**src/hdl/tft_pkg.sv**
```systemverilog
// Shared types and constants for the TCP flow tracker table.
// No dependencies; used by every module under hdl/.
package tft_pkg;

  localparam logic [15:0] ETHERTYPE_IPV4 = 16'h0800;
  localparam logic [7:0]  PROTO_TCP      = 8'd6;
  localparam logic [7:0]  TLS_HANDSHAKE  = 8'h16;
  localparam logic [7:0]  TLS_MAJOR      = 8'h03;

  localparam int unsigned CFG_IDX_W = 8;
  localparam int unsigned CFG_VAL_W = 10;
  localparam logic [CFG_IDX_W-1:0] REG_ESTABLISHED = 8'd0;
  localparam logic [CFG_IDX_W-1:0] REG_HOT         = 8'd1;
  localparam logic [CFG_VAL_W-1:0] ESTABLISHED_RST = 10'd3;
  localparam logic [CFG_VAL_W-1:0] HOT_RST         = 10'd10;

  localparam logic [1:0] LEVEL_NEW  = 2'd0;
  localparam logic [1:0] LEVEL_EST  = 2'd1;
  localparam logic [1:0] LEVEL_HOT  = 2'd2;
  localparam logic [1:0] LEVEL_NONE = 2'd3;

  localparam logic [31:0] COUNT_MAX = 32'hFFFF_FFFF;

  // Parsed header as it arrives on the input stream.
  typedef struct packed {
    logic        egress;
    logic        header_complete;
    logic [15:0] ether_type;
    logic [7:0]  ip_protocol;
    logic [31:0] source_address;
    logic [31:0] dest_address;
    logic [15:0] source_port;
    logic [15:0] dest_port;
    logic        payload_present;
    logic [7:0]  payload_first;
    logic [7:0]  payload_second;
  } hdr_t;

  // Classified work item handed from the front end to the back end.
  typedef struct packed {
    logic        classified;
    logic        egress;
    logic        tls_mark;
    logic [63:0] key;
    logic [15:0] set_idx;
  } item_t;

  // One result word.
  typedef struct packed {
    logic        classified;
    logic        flow_created;
    logic [1:0]  flow_level;
    logic        fast_path;
    logic        tls_optimized;
    logic [63:0] packets_seen;
    logic [63:0] fast_seen;
    logic [63:0] tls_seen;
    logic [63:0] flows_seen;
  } result_t;

  typedef enum logic [1:0] {
    ST_CLEAR,
    ST_IDLE,
    ST_LOOK,
    ST_UPDATE
  } be_state_e;

endpackage

```
**src/hdl/tft_fifo.sv**
```systemverilog
// Two-word queue between the front end and the back end.
// Depends on tft_pkg for the item type.
module tft_fifo import tft_pkg::*; (
  input  logic  clk_i,
  input  logic  rst_ni,
  input  logic  push_i,
  output logic  ready_o,
  input  item_t push_item_i,
  output logic  valid_o,
  input  logic  pop_i,
  output item_t pop_item_o
);

  item_t      mem_q [2];
  logic       wptr_q, rptr_q;
  logic [1:0] cnt_q, cnt_d;
  logic       do_push, do_pop;

  assign ready_o    = (cnt_q != 2'd2);
  assign valid_o    = (cnt_q != 2'd0);
  assign do_push    = push_i && ready_o;
  assign do_pop     = pop_i && valid_o;
  assign pop_item_o = mem_q[rptr_q];

  always_comb begin
    cnt_d = cnt_q;
    if (do_push && !do_pop) begin
      cnt_d = cnt_q + 2'd1;
    end else if (do_pop && !do_push) begin
      cnt_d = cnt_q - 2'd1;
    end
  end

  always_ff @(posedge clk_i or negedge rst_ni) begin
    if (!rst_ni) begin
      wptr_q <= 1'b0;
      rptr_q <= 1'b0;
      cnt_q  <= 2'd0;
    end else begin
      cnt_q <= cnt_d;
      if (do_push) begin
        wptr_q <= !wptr_q;
      end
      if (do_pop) begin
        rptr_q <= !rptr_q;
      end
    end
  end

  always_ff @(posedge clk_i) begin
    if (do_push) begin
      mem_q[wptr_q] <= push_item_i;
    end
  end

endmodule

```
**config.mk**
```make
export PLATFORM = sky130hd
export DESIGN_NAME = tft_fifo
export DESIGN_NICKNAME = d
export VERILOG_FILES = /design/src/hdl/tft_pkg.sv /design/src/hdl/tft_fifo.sv
export SDC_FILE = /design/constraint.sdc
export NUM_CORES = 1
export LEC_CHECK = 0
export ABC_CLOCK_PERIOD_IN_PS = 6850
export BUFFER_PORTS_ARGS = -buffer_cell sky130_fd_sc_hd__clkbuf_2
export CORE_ASPECT_RATIO = 0.75
export CORE_MARGIN = 3
export CORE_UTILIZATION = 56
export DETAILED_ROUTE_END_ITERATION = 8
export GPL_ROUTABILITY_DRIVEN = 0
export PLACE_DENSITY_LB_ADDON = 0.25
export SYNTH_ARGS = -nofsm -noshare
export SYNTH_HDL_FRONTEND = slang
export SYNTH_SLANG_ARGS = --single-unit
export TNS_END_PERCENT = 20
```
**constraint.sdc**
```tcl
create_clock -name clk_i -period 6.85 [get_ports clk_i]
set_input_delay 1.0275 -clock clk_i [delete_from_list [all_inputs] [get_ports clk_i]]
set_output_delay 1.0275 -clock clk_i [all_outputs]
set_load 0.005 [all_outputs]
```
# Word-level counts from Yosys, hierarchy flattened

Memory sizes are Yosys's and may differ from the RTL's.
Cells that the tools add are included.

Memories kept: 1
Output and inout port bits: 85
Input bits: 87
Word-level logic and storage cells: 21
ROM bits: 0
Memory bits (writable): 166
Register bits: 4
Latch bits: 0

Memory list:

| name  | words | bits a word | rd ports | clocked after memory_dff | wr ports | RTL line       | text |
|---|---|---|---|---|---|---|---|
| mem_q | 2     | 83          | 1        | 0                        | 1        | tft_fifo.sv:14 | `item_t mem_q [2];` |

$add $sub $neg: 2
Multipliers: 0
Bitwise logic cells: 0
Reductions and logical operators: 10
Magnitude comparators: 0
Equal/unequal tests: 1
Shifts and indexed selects: 0
Muxes and demuxes: 4
Divide/modulo/power cells: 0

Operators with widths:

| cell                  | count |
|---|---|
| $logic_and A1 B1 Y1   | 4 |
| $logic_not A1 Y1      | 4 |
| $mux W2               | 2 |
| $reduce_bool A2 Y1    | 2 |
| $add A2 B1 Y2 const B | 1 |
| $mux W1               | 2 |
| $ne A2 B2 Y1 const B  | 1 |
| $sub A2 B1 Y2 const B | 1 |

# Logic depth before layout (Yosys ltp)

Depth after elaboration: 6
Mapped depth: 7
Gate-level depth less buffers: 7

# Worst setup path before layout

Ideal clock, no wire load.

Path type: input to register
Start: input port push_i
End: memory mem_q[0][0] (netlist name), enable pin
Path buffers: 0
Setup slack: 1.748 ns
Required time: 6.325 ns
Library setup time: 0.525 ns
Arrival: 4.577 ns
Cell stages on the path: 2
Path through: nand2_1 > nor2_1

Longest elaborated chain between the ends: 3

RTL lines:

| element                       | RTL line       | text |
|---|---|---|
| from (decl)                   | tft_fifo.sv:6  | `input logic push_i,` |
| $logic_and A1 B1 Y1           | tft_fifo.sv:21 | `assign do_push = push_i && ready_o;` |
| $mux W1                       | tft_fifo.sv:51 | `if (do_push) begin` |
| $mux W1 (not written as such) | tft_fifo.sv:52 | `mem_q[wptr_q] <= push_item_i;` |
| to (decl)                     | tft_fifo.sv:14 |  |

Every way passes these cells.

==> flow_metrics.py <==
metrics = {
    "status": {
        "outcome": "finished clean",
    },
    "synth": {
        "synth_cell_types": 15,
        "synth_seq_cells": 170,
        "synth_nets": 364,
        "ys_warn_count": 0,
        "synth_area_sq_mm": 0.006427,
        "seq_area_frac_synth_pct": 79.11,
        "yosysMostFrequentCell": "edfxtp_1",
        "yosysTopAreaCellShare_pct": 77.55,
        "yosysTopAreaCell": "edfxtp_1",
        "synth-edff-count": 166,
        "yosys_most_used_dff": "edfxtp_1",
        "yosys-top-cells-count": "166 x edfxtp_1, 60 x mux2_4, 23 x mux2_2",
        "syn_avg_cell_area_sq_um": 23.29,
        "ys_top_cells_by_area": "edfxtp_1 78%, mux2_4 14%, mux2_2 4.0%",
        "async_reset_ff_share_pct": 2.353,
        "synthCells": 276,
    },
    "global_route": {
        "grt_pass1_vias": 3221,
        "grt_max_degree": 84,
        "grt_use_met3_pct": 8.180,
        "busiest_layer": "met2",
        "antenna_found_initial": 0,
        "grt_pass1_wl_um": 16890,
        "overflow": 0,
        "use_met2_pct": 25.90,
        "grt.total_usage_pct": 17.67,
        "use_met1_pct": 23.62,
    },
    "drt": {
        "wire_per_inst_um": 17.92,
        "vias_per_cell": 5.146,
        "ant_nets": 0,
        "dr.pass1.iters": 6,
        "drc": 0,
        "wirelength_um": 10910,
        "vias": 3134,
        "drt-initial-drc-count": 210,
    },
    "cells_and_area": {
        "nets": 547,
        "multiInputGateArea_sq_mm": 0.001262,
        "antenna_cells": 0,
        "layout-drive-gt1-share_pct": 61.62,
        "areaGrowthSynthToFinish_pct": 24.51,
        "regArea_sq_mm": 0.005089,
        "fill_cells": 699,
    },
    "worst_hold_path": {
        "min_path_type": "input pin to asynchronous set/reset pin",
    },
    "pwr": {
        "report.power.total_w": 0.003454,
        "p_leak_nw": 3.231,
        "combPwrFrac_pct": 27.4,
        "irDropWorstVdd_uv": 230.8,
        "cellPowerDensity_mw_per_mm2": 431.6,
        "p_switching_w": 0.0008992,
        "p_int_w": 0.002554,
        "seq_power_share_pct": 44.5,
        "clkPwrFrac_pct": 28.1,
        "swShare_pct": 26.04,
    },
    "sta": {
        "worst_clock_skew_ns": 0.01050,
        "setup_viol_count_final": 0,
        "worst_pin_slew_ns": 1.155,
        "drv_slew": 0,
        "hold_viol": 0,
        "timing.hold.ws_ns": 0.4151,
        "rsz0062_at_grt": "no",
        "setup_tns_ns": 0,
        "max_freq_mhz": 278.9,
        "layout_worst_path_cycle_share_pct": 52.35,
        "fin_crit_ns": 3.586,
        "max-slew-margin-rel_pct": 23.02,
    },
    "cts": {
        "ctsHoldBuffers": 0,
        "cts_tree": "built",
        "clock_latency_ns": 0.41,
        "cts_resized": 0,
        "path_clk_slew_ns": 0.06,
        "postCtsSetupBuffers": 0,
        "root_buffer": "clkbuf_16",
        "cts_buffer_depth": 2,
        "htreeDepth": 4,
        "cts_sinks": 170,
        "numCtsBuffers": 17,
    },
    "worst_setup_path": {
        "critPathLaunch": "rptr_q",
        "reg2reg_depth": 4,
        "r2r_end": "mem_q[0][67]",
        "endpoint_kind": "output port",
        "path_max_fanout": 54,
        "worst_setup_path_start_kind": "register",
        "cp_data_arrival_time_ns": 2.56,
        "timing_worst_setup_path_type": "register to output port",
        "ff2ff_setup_slack_ns": 4.20,
        "worst_r2r_startpoint": "cnt_q[0]",
        "critPathRequiredTime_ns": 5.82,
        "crit_end": "pop_item_o[79]",
    },
    "placement": {
        "port_buffers": 171,
        "hpwl_um": 7145,
    },
    "die": {
        "die_area_sq_mm": 0.01281,
        "core_area_sq_mm": 0.01107,
        "io-pin-count": 172,
        "fp-row-count": 33,
        "initial_core_util_pct": 58.08,
        "die_y_um": 98.78,
        "dieWidth_um": 129.7,
    },
    "job": {
        "cap_violations": 0,
    },
}
## stage by stage
step | setup slack, ns | cell area, sq um | util (%) | std cells
after detailed placement | 3.650 | 7401 | 66.88 | 580
after floorplan | 1.748 | 6427 | - | 276
after global placement | 3.686 | 7401 | 66.88 | 580
final | 3.264 | 8003 | 72.32 | 609
after CTS | 3.226 | 8003 | 72.32 | 609
after global routing | 3.124 | 8003 | 72.32 | 609
## registers in the layout, indices dropped and copies added, names as in the netlist
name    count
cnt_q       2
mem_q     166
rptr_q      1
wptr_q      1
## layout make-up
cell class	count	area share, %
multi-input combinational	96	15.78
clock inverter	12	2.204
inverter	1	0.04690
clock buffer	17	5.316
sequential	170	63.59
tap	140	2.189
timing repair buffer	173	10.88
## worst min-delay path by stage
| stage | to | cells after the start | start | slack, ns |
|---|---|---|---|---|
| 6_report | wptr_q | 1 | rst_ni | 0.42 |
| 5_1_grt | wptr_q | 1 | rst_ni | 0.40 |
| 4_1_cts | wptr_q | 1 | rst_ni | 0.40 |
| 3_5_place_dp | cnt_q[1] | 1 | cnt_q[1] | 0.48 |
| 3_3_place_gp | cnt_q[1] | 1 | cnt_q[1] | 0.47 |
| 2_1_floorplan | cnt_q[1] | 1 | cnt_q[1] | 0.46 |
## layer usage
layer / part of all wire, % / vias up
met3: 10 / 14
met4: 1.4 / 0
li1: - / 1461
met1: 43 / 1514
met5: 0 / -
met2: 46 / 145
## placed cells by master (no fill, tap or decap), types with 3 or more instances in the layout
cell type,count
mux2_2,23
mux2_4,60
clkbuf_16,17
dfrtp_1,3
bufinv_16,4
xnor2_1,3
clkinv_2,3
edfxtp_1,166
clkbuf_2,171
## power by group through the flow
stage	sequential, W	clock [W]	combinational, W
detailed placement	0.00156	0	0.000962
finish	0.00154	0.000972	0.000946
global route	0.00156	0.00103	0.00103
CTS	0.00154	0.000986	0.000966
floorplan	0.00151	0	0.000680
global placement	0.00155	0	0.000947
## worst max-delay path, stage by stage, from the launching register on
cell	delay (ns)
dfrtp_4	0.78
buf_4	0.78
mux2_2	0.41
clkbuf_2	0.11
## kinds of logic (layout without fill, tap and decap cells)
group	count (synthesis)	after routing	synth area share, %
AND/OR/NAND/NOR	7	7	0.5259
buffers and inverters	10	203	1.441
adder cells (fa/ha/maj)	1	1	0.1946
multiplexers	83	83	18.05
XOR/XNOR	5	5	0.6815
flip-flops	170	170	79.11
Power figures use the tool's default switching activity.
