File: config.mk
export PLATFORM = sky130hd
export DESIGN_NAME = tft_front
export DESIGN_NICKNAME = d
export VERILOG_FILES = /design/src/hdl/tft_pkg.sv /design/src/hdl/tft_front.sv
export SDC_FILE = /design/constraint.sdc
export NUM_CORES = 1
export LEC_CHECK = 0
export BUFFER_PORTS_ARGS = -buffer_cell sky130_fd_sc_hd__buf_2
export CELL_PAD_IN_SITES_DETAIL_PLACEMENT = 2
export CELL_PAD_IN_SITES_GLOBAL_PLACEMENT = 2
export CORE_ASPECT_RATIO = 0.6
export CORE_MARGIN = 3
export CORE_UTILIZATION = 34
export CTS_CLUSTER_DIAMETER = 80
export DETAILED_ROUTE_END_ITERATION = 8
export GPL_TIMING_DRIVEN = 0
export PLACE_DENSITY = 0.79
export SETUP_SLACK_MARGIN = 0.05
export SLEW_MARGIN = 25
export SYNTH_ARGS = -nofsm -noshare
export SYNTH_HDL_FRONTEND = slang
export SYNTH_SLANG_ARGS = --single-unit
File: constraint.sdc
create_clock -name clk_i -period 3.4 [get_ports clk_i]
set_clock_uncertainty 0.05 [all_clocks]
set_input_delay 0.34 -clock clk_i [delete_from_list [all_inputs] [get_ports clk_i]]
set_output_delay 0.34 -clock clk_i [all_outputs]
set_load 0.03 [all_outputs]
File: src/hdl/tft_pkg.sv
// Shared types and constants for the TCP flow tracker table.
// No dependencies; used by every module under hdl/.
package tft_pkg;

  localparam logic [15:0] ETHERTYPE_IPV4 = 16'h0800;
  localparam logic [7:0]  PROTO_TCP      = 8'd6;
  localparam logic [7:0]  TLS_HANDSHAKE  = 8'h16;
  localparam logic [7:0]  TLS_MAJOR      = 8'h03;

  localparam int unsigned CFG_IDX_W = 8;
  localparam int unsigned CFG_VAL_W = 10;
  localparam logic [CFG_IDX_W-1:0] REG_ESTABLISHED = 8'd0;
  localparam logic [CFG_IDX_W-1:0] REG_HOT         = 8'd1;
  localparam logic [CFG_VAL_W-1:0] ESTABLISHED_RST = 10'd3;
  localparam logic [CFG_VAL_W-1:0] HOT_RST         = 10'd10;

  localparam logic [1:0] LEVEL_NEW  = 2'd0;
  localparam logic [1:0] LEVEL_EST  = 2'd1;
  localparam logic [1:0] LEVEL_HOT  = 2'd2;
  localparam logic [1:0] LEVEL_NONE = 2'd3;

  localparam logic [31:0] COUNT_MAX = 32'hFFFF_FFFF;

  // Parsed header as it arrives on the input stream.
  typedef struct packed {
    logic        egress;
    logic        header_complete;
    logic [15:0] ether_type;
    logic [7:0]  ip_protocol;
    logic [31:0] source_address;
    logic [31:0] dest_address;
    logic [15:0] source_port;
    logic [15:0] dest_port;
    logic        payload_present;
    logic [7:0]  payload_first;
    logic [7:0]  payload_second;
  } hdr_t;

  // Classified work item handed from the front end to the back end.
  typedef struct packed {
    logic        classified;
    logic        egress;
    logic        tls_mark;
    logic [63:0] key;
    logic [15:0] set_idx;
  } item_t;

  // One result word.
  typedef struct packed {
    logic        classified;
    logic        flow_created;
    logic [1:0]  flow_level;
    logic        fast_path;
    logic        tls_optimized;
    logic [63:0] packets_seen;
    logic [63:0] fast_seen;
    logic [63:0] tls_seen;
    logic [63:0] flows_seen;
  } result_t;

  typedef enum logic [1:0] {
    ST_CLEAR,
    ST_IDLE,
    ST_LOOK,
    ST_UPDATE
  } be_state_e;

endpackage

File: src/hdl/tft_front.sv
// Front end: classifies headers, builds the flow key and its set index.
// Depends on tft_pkg. Two register stages, the second one holds the
// reciprocal product used for the set modulo.
module tft_front import tft_pkg::*; #(
  parameter int unsigned FLOW_ENTRIES = 4096,
  parameter int unsigned TABLE_WAYS   = 4
) (
  input  logic  clk_i,
  input  logic  rst_ni,
  input  logic  in_valid_i,
  output logic  in_ready_o,
  input  hdr_t  in_hdr_i,
  output logic  out_valid_o,
  input  logic  out_ready_i,
  output item_t out_item_o
);

  localparam int unsigned NUM_SETS = FLOW_ENTRIES / TABLE_WAYS;
  localparam int unsigned RSHIFT   = 40;
  localparam longint unsigned RECIP =
    ((64'd1 << RSHIFT) + longint'(NUM_SETS) - 64'd1) / longint'(NUM_SETS);
  localparam logic [40:0] RECIP_W  = RECIP[40:0];
  localparam logic [16:0] SETS_W   = NUM_SETS[16:0];

  logic        a_valid_q, a_valid_d, b_valid_q, b_valid_d;
  item_t       a_item_q, a_item_d, b_item_q;
  logic [15:0] a_fold_q, a_fold_d, b_fold_q;
  logic [15:0] b_quot_q;
  logic        a_move, b_load;
  logic [56:0] quot_prod;
  logic [32:0] back_prod;
  logic [31:0] fold32;

  assign b_load     = !b_valid_q || out_ready_i;
  assign a_move     = a_valid_q && b_load;
  assign in_ready_o = !a_valid_q || a_move;

  always_comb begin
    a_item_d.classified = in_hdr_i.header_complete &&
                          (in_hdr_i.ether_type == ETHERTYPE_IPV4) &&
                          (in_hdr_i.ip_protocol == PROTO_TCP);
    a_item_d.egress     = in_hdr_i.egress;
    a_item_d.tls_mark   = in_hdr_i.payload_present &&
                          (in_hdr_i.payload_first == TLS_HANDSHAKE) &&
                          (in_hdr_i.payload_second == TLS_MAJOR);
    if (in_hdr_i.egress) begin
      a_item_d.key = {in_hdr_i.dest_address, in_hdr_i.dest_port, in_hdr_i.source_port};
    end else begin
      a_item_d.key = {in_hdr_i.source_address, in_hdr_i.source_port, in_hdr_i.dest_port};
    end
    a_item_d.set_idx = '0;
    fold32   = a_item_d.key[31:0] ^ a_item_d.key[63:32];
    a_fold_d = fold32[15:0] ^ fold32[31:16];
  end

  assign a_valid_d = in_ready_o ? in_valid_i : a_valid_q;
  assign b_valid_d = b_load ? a_valid_q : b_valid_q;

  // fold / NUM_SETS by reciprocal, exact for 16-bit folds
  assign quot_prod = 57'(a_fold_q) * 57'(RECIP_W);
  assign back_prod = 33'(b_quot_q) * 33'(SETS_W);

  always_ff @(posedge clk_i or negedge rst_ni) begin
    if (!rst_ni) begin
      a_valid_q <= 1'b0;
      b_valid_q <= 1'b0;
    end else begin
      a_valid_q <= a_valid_d;
      b_valid_q <= b_valid_d;
    end
  end

  always_ff @(posedge clk_i) begin
    if (in_ready_o) begin
      a_item_q <= a_item_d;
      a_fold_q <= a_fold_d;
    end
    if (b_load) begin
      b_item_q <= a_item_q;
      b_fold_q <= a_fold_q;
      b_quot_q <= quot_prod[RSHIFT+15:RSHIFT];
    end
  end

  always_comb begin
    out_item_o         = b_item_q;
    out_item_o.set_idx = b_fold_q - back_prod[15:0];
  end
  assign out_valid_o = b_valid_q;

endmodule

Word-level counts from Yosys, hierarchy flattened --
Cells that the tools add are included.
Storage, ports and cells: flip-flop bits (word level) 174, input bits 143, output and inout port bits 85, logic and storage cells 30
Cells by class: $add $sub $neg 1, eq/ne operators 4, muxes and demuxes 1, bitwise gates (word level) 2, reductions and logical operators 9
Operators with widths (number):
- 64-bit two-way mux | 1
- 32-bit bitwise XOR | 1
- 16-bit by 12-bit == test with 1-bit output, second input constant | 1
- 16-bit subtractor | 1
- 16-bit bitwise XOR | 1
- 8-bit by 2-bit == test with 1-bit output, second input constant | 1
- 8-bit by 3-bit == test with 1-bit output, second input constant | 1
- 8-bit by 5-bit == test with 1-bit output, second input constant | 1
- 1-bit logical AND | 5
- 1-bit logical NOT | 2
- 1-bit logical OR | 2

Longest topological paths before layout --
word-level depth 4, mapped depth 5, depth with buffers taken out 3

Least setup slack after synthesis --
OpenSTA, ideal clock, no wires.
kind flip-flop to flip-flop, start register b_valid_q (netlist: out_valid_o), end register a_fold_q[0] (enable), setup time 1055 ps, arrival time 2524 ps, data required time 2295 ps, setup slack -229 ps, stages on the path, launching flop included 2, path buffers 0, period minus slack after synthesis 3629 ps, cell sequence dfrtp_1 -> nand3b_1
On the way: longest elaborated chain between the ends 4
RTL lines:
- from (decl) | line tft_front.sv:25 | logic a_valid_q, a_valid_d, b_valid_q, b_valid_d;
- from (signal assigned) | line tft_front.sv:69 | b_valid_q <= b_valid_d;
- 1-bit logical NOT | line tft_front.sv:34 | assign b_load = !b_valid_q || out_ready_i;
- 1-bit logical OR | line tft_front.sv:34
- 1-bit logical AND | line tft_front.sv:35 | assign a_move = a_valid_q && b_load;
- 1-bit logical OR | line tft_front.sv:36 | assign in_ready_o = !a_valid_q || a_move;
- net in_ready_o | line tft_front.sv:11 | output logic in_ready_o,
- to (signal assigned) | line tft_front.sv:76 | a_fold_q <= a_fold_d;
- to (decl) | line tft_front.sv:27 | logic [15:0] a_fold_q, a_fold_d, b_fold_q;
The timed path passes the listed nets, and every way through them passes these cells. A chain may end at the register's enable or synchronous reset.

Worst setup path in the final report --
start register b_valid_q (netlist: out_valid_o), end output in_ready_o
On the way: longest elaborated chain between the ends 4
RTL lines (line):
- 1-bit logical NOT | tft_front.sv:34
- 1-bit logical OR | tft_front.sv:34
- 1-bit logical AND | tft_front.sv:35
- 1-bit logical OR | tft_front.sv:36
- to (decl) | tft_front.sv:11
No other way between the ends.

==> metrics.yaml <==
critical_path:
  reg2reg_depth: 4
  cp.arrival_ps: 2010
  critical_path_class: "reg2out"
  endpoint: "in_ready_o"
  crit-reg2reg-launch: "out_valid_o$_DFFE_PN0P_"
  cp.required_ps: 3010
  cp_max_fo: 16
  r2r_slack_ps: 1680
  critPathLaunch: "out_valid_o$_DFFE_PN0P_"
  cp-start-kind: "register"
  r2r-end: "a_item_q[23]$_DFFE_PP_"
  worst_setup_path_end_kind: "primary output"
timing:
  holdWs_ps: 83.3
  fin_crit_ps: 2400
  fmax_mhz: 417
  tightestPinTransition_ps: 560
  timing.slew.headroom: 0.627
  period_share: 0.706
  hold_viol: 0
  setup_violations: 0
  drv_slew: 0
  timing.setup.tns_ps: 0
  rsz0062_at_grt: "no"
cts:
  clkTransAtPathRegs_ps: 70
  cts.sinks: 156
  h-tree-depth: 4
  root_buffer: "clkbuf_16"
  ctsHoldBuffers: 1
  cts_resized: 0
  clk_latency_ps: 410
  tritoncts: "done"
  numCtsBuffers: 17
  clock_path_buffers: 2
  cts_setup_buffers: 0
floorplanning:
  rows: 36
  die_h_um: 108
  die_w_um: 177
  dieArea_um2: 19200
  start_util: 0.357
  coreArea_um2: 16700
  pin_count: 228
route:
  wl_mm: 16.0
  routed_via_density: 4.49
  drc_errors: 0
  wl_per_cell_um: 20.5
  final_antenna_net_count: 0
  drt_first_pass_iters: 5
  vias: 3496
  drt_iter0_markers: 155
global_route:
  gr-usage-all-layers: 0.168
  grt_pass1_wl_mm: 23.5
  grt_max_degree: 43
  first_global_vias: 3943
  grt-ovfl-total: 0
  antenna_found_initial: 2
power:
  power.total_mw: 4.91
  vdd_drop_max_uv: 227
  power.density_nw_per_um2: 614
  total_leakage_power_nw: 3.23
finish:
  drive_gt1_frac: 0.613
  fin_util: 0.480
  area_growth_pct: 34.6
  antenna_cells: 0
  final_cells: 778
  nNetsFinal: 680
logic_synthesis:
  synthCells: 284
  synth.top_cells.by_area: "edfxtp_1 (78%), mux2_2 (12%), xnor2_1 (2.8%)"
  ys.warnings.count: 0
  syn_area_um2: 5940
  synth_top_area_frac: 0.778
  seq_area_frac_synth: 0.787
  syn_area_per_cell_um2: 20.9
  synth_seq_cells: 156
  synth_top_cell_by_area: "edfxtp_1"
  synth_cell_types: 20
placement:
  io_buffers: 221
  dp_hpwl_mm: 12.1
  place_congestion: 0.743
  post-place-cells: 745
flow_run:
  maxCapViolations: 0
min_path:
  hold_path_class: "in2reg"
run_status:
  status: "finished, final reports clean"
registers in the layout (all words and copies together) (netlist names):
name         flops
a_valid_q        1
out_valid_o      1
out_item_o      67
b_fold_q        10
a_item_q        67
a_fold_q        10
placed cells by master, fill, tap and decap left out, drive strengths merged:
master / synthesis / layout
clkinv: 0 / 4
nand3: 1 / 1
conb: 1 / 6
nand3b: 1 / 1
xnor2: 20 / 20
nor4: 2 / 2
nand2b: 3 / 3
buf: 13 / 241
nor4b: 4 / 4
mux2: 64 / 64
nand4: 2 / 2
dfrtp: 2 / 2
dlygate4sd3: 0 / 1
nor3: 1 / 1
nor4bb: 3 / 3
inv: 0 / 6
clkbuf: 0 / 18
nor2: 3 / 3
xor2: 10 / 10
edfxtp: 154 / 154
clkinvlp: 0 / 4
cell families after synthesis:
logic type	after synthesis	share of synthesized area
buffers and inverters	13	0.0223
xor gates and xnor gates	30	0.0455
muxes	64	0.122
DFF	156	0.787
other	1	0.000631
and+or+nand+nor	20	0.0232
where the power goes:
part / total, mW / switching, mW / internal, mW
combinational: 0.709 / 0.461 / 0.249
clock: 1.74 / 0.797 / 0.947
sequential: 2.46 / 0.0641 / 2.39
total: 4.91 / 1.32 / 3.59
layout make-up:
type	count	area (um2)
sequential	156	4680
tap	228	285
clock buffer	18	429
multi-input combinational	120	1160
fill	1631	8670
timing repair buffer	229	1200
buffer	13	133
clock inverter	14	110
stage by stage:
| step | area [um2] | setup slack, ps |
|---|---|---|
| global placement | 7350 | -1080 |
| CTS | 8000 | 976 |
| finish | 8000 | 1000 |
| floorplan | 5960 | -121 |
| detailed placement | 7450 | 1410 |
| global route | 8000 | 904 |
critical path: stages, from the launching register on:
cell and delay [ps]:
dfrtp_2 430, nand3b_1 270, buf_6 240, buf_6 200
buf_6 210, buf_2 230
synth_stat cells, drive strengths merged:
cell type and n:
nand2b 3, xnor2 20, conb 1, mux2 64
dfrtp 2, nand3b 1, buf 13, nor4bb 3
nor4b 4, nor2 3, xor2 10, nor3 1
nor4 2, nand4 2, nand3 1, edfxtp 154
metal layers:
| metal | global-route usage | vias up | share of wire |
|---|---|---|---|
| li1 | - | 1605 | - |
| met1 | 0.188 | 1733 | 0.39 |
| met2 | 0.298 | 140 | 0.50 |
| met3 | 0.0772 | 14 | 0.099 |
| met4 | 0.0353 | 4 | 0.0068 |
| met5 | 0 | - | 0.0010 |
how the worst min path moves through the flow:
stage          startpoint               endpoint  cells past startpoint
2_1_floorplan      rst_ni  a_valid_q$_DFFE_PN0P_                      0
3_3_place_gp       rst_ni  a_valid_q$_DFFE_PN0P_                      1
4_1_cts        in_valid_i  a_valid_q$_DFFE_PN0P_                      2
3_5_place_dp       rst_ni  a_valid_q$_DFFE_PN0P_                      1
6_report       in_valid_i  a_valid_q$_DFFE_PN0P_                      2
5_1_grt        in_valid_i  a_valid_q$_DFFE_PN0P_                      2
No activity file was read; power rests on OpenSTA's default activity.
